**src/hdl/minv_pkg.sv**
```systemverilog
`timescale 1ns / 1ps

package minv_pkg;

    localparam int FIELD_W = 32;

    typedef enum logic [2:0] {
        ST_IDLE,
        ST_START,
        ST_ALIGN,
        ST_SUB,
        ST_NEXT,
        ST_FINISH
    } t_state;

endpackage

```
**src/hdl/modular_inverse_extended_gcd_core.sv**
```systemverilog
`timescale 1ns / 1ps

// channel  | direction | handshake          | fields
// ---------+-----------+--------------------+-----------------------------------
// input    | in        | i_valid / o_stall  | i_value, i_modulus
// result   | out       | o_valid / i_stall  | o_inverse, o_divisor, o_coprime
//
// One beat in, one beat out. Every division runs through a single shift-subtract
// divider that also accumulates quotient * coefficient, one quotient bit a cycle.
// Each division (the first reduction of value by modulus, then one per Euclid
// step) first aligns the divisor by shifting it left, then shift-subtracts it
// back down; the sequencer adds a start and a finish state, and returns to idle
// to take the next beat.
// Reset is synchronous and clears the sequencer and the result valid.
// o_stall is high from acceptance until the sequencer returns to idle; a held
// result does not block the next input, only the next result write.

module modular_inverse_extended_gcd_core
    import minv_pkg::*;
#(
    parameter int WIDTH = 32
) (
    input  logic               i_clk,
    input  logic               i_rst_n,
    input  logic               i_valid,
    output logic               o_stall,
    input  logic [FIELD_W-1:0] i_value,
    input  logic [FIELD_W-1:0] i_modulus,
    output logic               o_valid,
    input  logic               i_stall,
    output logic [FIELD_W-1:0] o_inverse,
    output logic [FIELD_W-1:0] o_divisor,
    output logic               o_coprime
);

    localparam int CW = $clog2(WIDTH);

    t_state r_state, n_state;

    logic [WIDTH-1:0] r_a, n_a;
    logic [WIDTH-1:0] r_m, n_m;
    logic [WIDTH-1:0] r_r0, n_r0;
    logic [WIDTH-1:0] r_r1, n_r1;
    logic [WIDTH-1:0] r_s0, n_s0;
    logic [WIDTH-1:0] r_s1, n_s1;
    logic             r_neg0, n_neg0;
    logic             r_neg1, n_neg1;
    logic             r_first, n_first;
    logic [WIDTH-1:0] r_rem, n_rem;
    logic [WIDTH-1:0] r_dvs, n_dvs;
    logic [WIDTH-1:0] r_acc, n_acc;
    logic [CW-1:0]    r_cnt, n_cnt;

    logic             r_ovalid, n_ovalid;
    logic [WIDTH-1:0] r_inv, n_inv;
    logic [WIDTH-1:0] r_div, n_div;
    logic             r_ok, n_ok;

    // shared divider datapath
    logic [WIDTH-1:0] cmp_b;
    logic             ge;
    logic [WIDTH-1:0] diff;
    logic             out_free;
    logic             fin_ok;

    assign cmp_b    = (r_state == ST_ALIGN) ? {r_dvs[WIDTH-2:0], 1'b0} : r_dvs;
    assign ge       = (r_rem >= cmp_b);
    assign diff     = r_rem - r_dvs;
    assign out_free = !r_ovalid || !i_stall;
    assign fin_ok   = (r_r0 == WIDTH'(1)) && (r_m != '0);

    assign o_stall   = (r_state != ST_IDLE);
    assign o_valid   = r_ovalid;
    assign o_inverse = FIELD_W'(r_inv);
    assign o_divisor = FIELD_W'(r_div);
    assign o_coprime = r_ok;

    always_ff @(posedge i_clk) begin
        if (!i_rst_n) begin
            r_state  <= ST_IDLE;
            r_ovalid <= 1'b0;
            r_first  <= 1'b0;
        end else begin
            r_state  <= n_state;
            r_ovalid <= n_ovalid;
            r_first  <= n_first;
        end
    end

    always_ff @(posedge i_clk) begin
        r_a    <= n_a;
        r_m    <= n_m;
        r_r0   <= n_r0;
        r_r1   <= n_r1;
        r_s0   <= n_s0;
        r_s1   <= n_s1;
        r_neg0 <= n_neg0;
        r_neg1 <= n_neg1;
        r_rem  <= n_rem;
        r_dvs  <= n_dvs;
        r_acc  <= n_acc;
        r_cnt  <= n_cnt;
        r_inv  <= n_inv;
        r_div  <= n_div;
        r_ok   <= n_ok;
    end

    always_comb begin
        n_state  = r_state;
        n_a      = r_a;
        n_m      = r_m;
        n_r0     = r_r0;
        n_r1     = r_r1;
        n_s0     = r_s0;
        n_s1     = r_s1;
        n_neg0   = r_neg0;
        n_neg1   = r_neg1;
        n_first  = r_first;
        n_rem    = r_rem;
        n_dvs    = r_dvs;
        n_acc    = r_acc;
        n_cnt    = r_cnt;
        n_inv    = r_inv;
        n_div    = r_div;
        n_ok     = r_ok;
        n_ovalid = r_ovalid;

        // drop the result once the beat is taken
        if (r_ovalid && !i_stall) begin
            n_ovalid = 1'b0;
        end

        case (r_state)
            ST_IDLE: begin
                if (i_valid) begin
                    n_a     = WIDTH'(i_value);
                    n_m     = WIDTH'(i_modulus);
                    n_state = ST_START;
                end
            end
            ST_START: begin
                n_s0   = '0;
                n_neg0 = 1'b0;
                if (r_m == '0) begin
                    n_r0    = r_a;
                    n_state = ST_FINISH;
                end else begin
                    // reduce value by modulus first
                    n_r0    = r_m;
                    n_rem   = r_a;
                    n_dvs   = r_m;
                    n_cnt   = '0;
                    n_acc   = '0;
                    n_first = 1'b1;
                    n_state = ST_ALIGN;
                end
            end
            ST_ALIGN: begin
                if (!r_dvs[WIDTH-1] && ge) begin
                    n_dvs = {r_dvs[WIDTH-2:0], 1'b0};
                    n_cnt = r_cnt + CW'(1);
                end else begin
                    n_state = ST_SUB;
                end
            end
            ST_SUB: begin
                if (ge) begin
                    n_rem = diff;
                end
                n_acc = {r_acc[WIDTH-2:0], 1'b0} + (ge ? r_s1 : '0);
                if (r_cnt == '0) begin
                    n_state = ST_NEXT;
                end else begin
                    n_dvs = {1'b0, r_dvs[WIDTH-1:1]};
                    n_cnt = r_cnt - CW'(1);
                end
            end
            ST_NEXT: begin
                if (r_first) begin
                    n_r1    = r_rem;
                    n_s0    = '0;
                    n_s1    = WIDTH'(1);
                    n_neg0  = 1'b0;
                    n_neg1  = 1'b0;
                    n_first = 1'b0;
                end else begin
                    n_r0   = r_r1;
                    n_r1   = r_rem;
                    n_s0   = r_s1;
                    n_s1   = r_acc + r_s0;
                    n_neg0 = r_neg1;
                    n_neg1 = !r_neg1;
                end
                if (r_rem == '0) begin
                    n_state = ST_FINISH;
                end else begin
                    n_rem   = n_r0;
                    n_dvs   = r_rem;
                    n_cnt   = '0;
                    n_acc   = '0;
                    n_state = ST_ALIGN;
                end
            end
            ST_FINISH: begin
                // hold until the previous result has left
                if (out_free) begin
                    n_div    = r_r0;
                    n_ok     = fin_ok;
                    if (!fin_ok) begin
                        n_inv = '0;
                    end else if (r_neg0 && (r_s0 != '0)) begin
                        n_inv = r_m - r_s0;
                    end else begin
                        n_inv = r_s0;
                    end
                    n_ovalid = 1'b1;
                    n_state  = ST_IDLE;
                end
            end
            default: begin
                n_state = ST_IDLE;
            end
        endcase
    end

endmodule

```
**config.mk**
```make
export PLATFORM = sky130hd
export DESIGN_NAME = modular_inverse_extended_gcd_core
export DESIGN_NICKNAME = d
export VERILOG_FILES = /design/src/hdl/minv_pkg.sv /design/src/hdl/modular_inverse_extended_gcd_core.sv
export SDC_FILE = /design/constraint.sdc
export NUM_CORES = 1
export LEC_CHECK = 0
export BUFFER_PORTS_ARGS = -buffer_cell sky130_fd_sc_hd__buf_2
export CORE_ASPECT_RATIO = 0.8
export CORE_MARGIN = 1.5
export CORE_UTILIZATION = 50
export CTS_CLUSTER_SIZE = 14
export DETAILED_ROUTE_END_ITERATION = 7
export PLACE_DENSITY = 0.74
export SKIP_LAST_GASP = 1
export SYNTH_ARGS = -nofsm -noshare
export SYNTH_HDL_FRONTEND = slang
export SYNTH_SLANG_ARGS = --single-unit
```
**constraint.sdc**
```tcl
create_clock -name i_clk -period 18.2 [get_ports i_clk]
set_input_delay 0.91 -clock i_clk [delete_from_list [all_inputs] [get_ports i_clk]]
set_output_delay 0.91 -clock i_clk [all_outputs]
set_load 0.005 [all_outputs]
```
==> results of run 1 <==
## Yosys cell counts (37+ instances only)
cell type	number
clkbuf_1	81
nor2b_1	53
a21oi_1	237
xor2_1	39
ha_1	158
a211oi_1	41
o22ai_1	69
a21o_1	45
inv_1	99
edfxtp_1	360
o21ai_0	107
and2_1	44
xnor2_1	50
mux2i_1	37
nor2_1	196
nand2_1	147
## flip-flops by register name (all words and copies together) (netlist names)
name	flops
r_s1	32
r_m	32
r_s0	32
r_cnt	5
o_valid	1
o_inverse	32
r_state	3
r_a	32
r_r1	32
r_dvs	32
r_first	1
r_r0	32
o_divisor	32
r_acc	32
r_rem	32
r_neg0	1
r_neg1	1
o_coprime	1
## logic make-up after synthesis
| kind of cell | synth area share, % |
|---|---|
| compound gates | 20.11 |
| mux | 1.797 |
| buf+inv | 3.227 |
| flops | 48.51 |
| fa+ha+maj | 9.235 |
| xor+xnor | 3.538 |
| simple gates | 13.58 |
## path summary, 6_finish.rpt
check        startpoint      endpoint  slack [ns]  cells past startpoint
max          r_state[2]     r_acc[31]       11.74                     23
min             r_r0[7]  o_divisor[7]        0.49                      0
max reg2reg  r_state[2]     r_acc[31]       11.74                     23
min reg2reg     r_r0[7]  o_divisor[7]        0.49                      0
## power by group
part	switching, mW	internal, mW	leakage (nW)
Clock	0.349	0.482	0.633
Combinational	1.56	0.974	5.48
Sequential	0.260	1.26	3.38
Total	2.17	2.72	9.49
## layer usage
| metal | routed length (um) | up-vias | global-route usage (%) |
|---|---|---|---|
| li1 | - | 8479 | - |
| met3 | 7693 | 124 | 6.909 |
| met5 | 0 | - | 0 |
| met4 | 1877 | 0 | 8.708 |
| met2 | 27070 | 1074 | 40.86 |
| met1 | 29770 | 8831 | 42.32 |
## cells in the final DEF (no fill, tap or decap), drive strengths merged, types with 54 or more instances in the layout
| cell | n |
|---|---|
| edfxtp | 360 |
| a21oi | 238 |
| nor2 | 196 |
| ha | 158 |
| buf | 155 |
| nand2 | 147 |
| o21ai | 130 |
| inv | 101 |
| o22ai | 69 |
| nor2b | 54 |
## cell type report
type / instances / area share [%]
sequential: 365 / 43.52
clock inverter: 24 / 0.9927
multi-input combinational: 1625 / 43.48
tap: 603 / 3.008
inverter: 101 / 1.521
timing repair buffer: 155 / 3.302
clock buffer: 46 / 4.165
antenna: 1 / 0.009977
## critical path: cells and delay by family, from the launching register on
family                     cells  cell delay, ns
AOI/OAI and AO/OA             13            3.09
adders and majority gates      2            0.61
buffers and inverters          2            0.81
DFF                            1            0.50
and+or+nand+nor                6            1.13
## metrics by stage
stage	power (mW)	area (um^2)	util, %	instances	setup WS [ns]
after detailed placement	3.996	23790	53.60	2849	11.86
after global routing	5.205	25080	56.52	2919	11.34
after global placement	3.924	23790	53.60	2849	12.13
after CTS	4.843	25080	56.52	2919	11.84
final	4.892	25080	56.52	2920	11.74
after floorplan	3.332	22490	-	2183	12.48
==> results.md, run 1 <==
- Die Span Y: 192.7 um
- Yosys reg bits: 365
- Slowest cell on the critical path: dfxtp_1
- Total area of sequential cells: ~11,000 um^2
- Clock transition at path regs: approximately 0.06 ns
- Root buf cell: clkbuf_16
- Layout area overhead: 11.53%
- Max clock buf depth: 3
- Pin count of the biggest net entering global routing: 72
- Max cap viols: 0
- IO Port Bufs: 134
- Die X: 240.1 um
- CP required: around 19 ns
- Overflow after GRT: 0
- Crit Path Category: register to register
- Total track usage: about 29%
- Area taken by multi-input logic gates: 10,910 um^2
- Initial antenna violation count: 0
- Pwr/cell area: just under 200 nW/um^2
- CP startpoint kind: register
- Hold/Removal Path Class: register to register
- Resized cells post-CTS: 0
- Ys flop type: edfxtp_1
- Global-route wire length before repair: between 100 and 150 mm
- FFs w/ async S/R, synth: 0%
- Leak: approximately 9.5 nW
- Largest cells by area after synthesis: edfxtp_1, ha_1, a21oi_1, nor2_1, nand2_1
- Synth unique cells: 85
- Clock buffer count from CTS: 39
- CTS tree: built
- Initial DRC Count: ~2,000
- Site row count: 69
- CP Cell Sequence: nand2b_2, nor2_4, buf_4, nor2_1, a21oi_1, ha_1, a211oi_1, o21bai_1, a221oi_1, o221ai_1, nor2_2, buf_4, nor2b_1, ha_1, a21o_1, a221o_1, a31o_2, a21oi_2, o21a_1, o21ai_1, o221ai_2, nor3_1, a311o_1
- Final setup fails: 0
- Sum Neg Setup Slack: 0 ns
- Routed WL: 66.41 mm
- Vias/cell: 6.338
- Clk Latency, worst-skew pair: ~0.57 ns
- Layout cell share with drive strength beyond 1: 11.49%
- Status: complete, no violations
- Worst-Margin Slew: ~1.1 ns
- WP data arrival: 6.77 ns
- # IOs: between 100 and 150
- Clock Sinks: about 370
- Vias in the first global route: 16,930
- Slew margin rel.: 25.22%
- Element type at the critical path end: register
- Pins Over Slew Limit: 0
- Drt wl/cell: 22.74 um
- Die ar.: 46,270 um^2
- Yosys top cell area share: 48.07%
- Period Utilization, post-route: a little over a third
- DRC Markers: 0
- Drt first pass iters: 6
- Post-CTS Setup Bufs: 0
- Syn Area/Cell: 10.30 um^2
- YS warnings: 0
- Post-synthesis cell count: around 2,200
- H-tree level count: 2
- Post-synth EDFFs: 360
- Core area: ~44,000 um^2
- # fillers: 3,788
- Tmin final: between 6 and 7 ns
- Clock skew: between 0.02 and 0.03 ns
- Post-DP HPWL: between 40 and 50 mm
- RSZ-0062 raised after global routing: no
- GP Congestion: ~0.92
- Area leader, netlist: edfxtp_1
- Largest fanout on the critical path: 42
- CP peak stage delay: ~0.50 ns
- Final hold vios: 0
- Post-DRT Antenna Nets: 0
- Highest ir drop seen on vdd: approximately 99 uV
- Hold_ws: 0.4873 ns
- Sequential area share after synthesis: roughly half
- Cell Area, Synth: around 22,000 um^2
- Cts hold-fix bufs: 0
- Synth Net Count: roughly 2,400
- Nets@finish: around 2,500
- Via count: 18,510
- F_max: approximately 0.15 GHz
- Initial cell density of the core: 50.68%
Note: power is estimated with default switching activity, not from simulation.
==> run 2, diff against run 1 <==
Clock period 18.2 ns to 6.7 ns, I/O delays scaled along.
==> results.md, run 2 (synthesized netlist as in run 1, its figures left out) <==
- Core area: about 44,000 um^2
- Clock Sinks: 365
- Site row count: a little under 70
- RSZ-0062 raised after global routing: no
- Vias/cell: between 6 and 7
- Tmin final: ~6 ns
- Inserted Diodes: 0
- Layout cell share with drive strength beyond 1: between 10% and 20%
- Reg2reg start: r_state[2]
- Crit Path Category: register to register
- Final setup margin: between 0.7 and 0.8 ns
- R2R cell count: 22
- Drt first pass iters: 6
- H-tree level count: 2
- Die X: roughly 240 um
- Worst Hold Endpoint: r_state[1]
- Clk Latency, worst-skew pair: between 0.5 and 0.6 ns
- Overflow after GRT: 0
- Pin count of the biggest net entering global routing: between 70 and 80
- Initial antenna violation count: 1
- DRC Markers: 0
- Max cap viols: 0
- Die Span Y: approximately 190 um
- Slew margin rel.: about a fifth
- CTS tree: built
- Layout area overhead: 14.46%
- Drt wl/cell: around 23 um
- Pwr/cell area: 515.9 nW/um^2
- Final setup fails: 0
- Via count: ~19,000
- CP startpoint kind: register
- Commonest non-fill, non-tap cell in the layout: edfxtp_1
- Sum Neg Setup Slack: 0 ns
- Clock transition at path regs: about 0.06 ns
- Leak: slightly below 10 nW
- Vias in the first global route: between 15,000 and 20,000
- Top sig layer: met4
- CP required: 6.99 ns
- Largest fanout on the critical path: 31
- Root buf cell: clkbuf_16
- WP data arrival: ~6.2 ns
- Clock skew: 0.02781 ns
- Critical R2R Capture: r_acc[24]
- Hold Path Origin: i_rst_n
- Die ar.: about 46,000 um^2
- # IOs: roughly 140
- Clock buffer count from CTS: 41
- F_max: between 0.15 and 0.2 GHz
- Wire length on met3: 7.025 mm
- Element type at the critical path end: register
- Global-route wire length before repair: around 100 mm
- Worst Hold Path Cells: 2
- WL met2: approximately 28 mm
- Post-DRT Antenna Nets: 0
- Pre-CTS setup slack: ~0.87 ns
- GP Congestion: approximately 0.94
- Resized cells post-CTS: 0
- Commonest non-fill, non-tap cells in the layout: edfxtp_1, a21oi_1, nor2_1
- Routed WL: ~68 mm
- Initial DRC Count: around 1,800
- Met1 WL: approximately 30 mm
- Reg2Reg Setup Slack: around 0.77 ns
- Fin util: slightly below 60%
- Pins Over Slew Limit: 0
- Highest ir drop seen on vdd: between 300 and 400 uV
- Final hold vios: 0
- IO Port Bufs: between 100 and 150
- # fillers: around 3,800
- Initial cell density of the core: 50.68%
- Status: complete, no violations
- Max clock buf depth: 3
- Worst-Margin Slew: 1.210 ns
- Post-DP HPWL: about 46 mm
- Nets@finish: about 2,600
- Area taken by multi-input logic gates: 10,910 um^2
- Period Utilization, post-route: 88.51%
- Total area of sequential cells: roughly 11,000 um^2
- Total track usage: just under 30%
- Hold/Removal Path Class: primary input to register
==> run 2: cell type report <==
type	instances	share of cell area, %
multi-input cells	1625	42.36
clock buffers	50	4.282
clock inverters	22	0.6124
flip-flops and latches	365	42.41
well taps	603	2.931
inverters	101	1.482
repair buffers	223	5.920
==> run 2: power by group <==
| group | internal, mW | switching [mW] | total [mW] |
|---|---|---|---|
| combinational | 2.70 | 4.27 | 6.97 |
| sequential | 3.43 | 0.710 | 4.14 |
| clock | 1.21 | 0.957 | 2.17 |
| total | 7.35 | 5.93 | 13.3 |
==> run 2: critical path: stages (launching register included) <==
cell	delay, ns
dfxtp_1	0.31
nand2b_2	0.20
nor2_4	0.13
buf_4	0.31
nor2_1	0.08
a21oi_1	0.16
ha_1	0.27
a21oi_1	0.16
nor2b_1	0.06
nor4_1	0.50
a211oi_2	0.21
o21ai_0	0.62
inv_1	0.11
ha_1	0.33
a211oi_2	0.31
o21ai_1	0.21
a2111oi_4	0.45
o31ai_2	0.20
a31oi_4	0.32
o21bai_1	0.19
a221oi_2	0.27
xor2_1	0.19
nor2_1	0.06
==> run 2: timing repair <==
action                    CTS  global route
hold buffers               64             0
hold endpoints to repair   64             0
setup buffers               0             0
==> run 2: how the worst max path moves through the flow <==
| stage | start | to | slack [ns] | depth (start not counted) |
|---|---|---|---|---|
| after floorplan | r_state[2] | r_rem[0] | 0.98 | 15 |
| after global placement | r_state[2] | r_acc[24] | 1.10 | 22 |
| after detailed placement | r_state[2] | r_acc[26] | 0.87 | 22 |
| after CTS | r_state[2] | r_acc[24] | 0.84 | 22 |
| after global routing | r_state[2] | r_acc[26] | 0.39 | 21 |
| final | r_state[2] | r_acc[24] | 0.77 | 22 |
==> run 2: metal layers <==
metal	vias up	global-route usage (%)
li1	8621	-
met1	8975	43.43
met2	977	43.15
met3	118	6.022
met4	0	8.660
met5	-	0
==> run 2: per-stage QoR <==
stage,std cells,instance area [um^2],total power [mW],hold WS (ns)
after floorplan,2183,22490,9.052,0.4339
after global placement,2853,23840,10.73,0.4617
after detailed placement,2853,23840,10.92,0.4641
after CTS,2989,25740,13.15,0.06482
after global routing,2989,25740,14.18,0.06615
final,2989,25740,13.28,0.07883
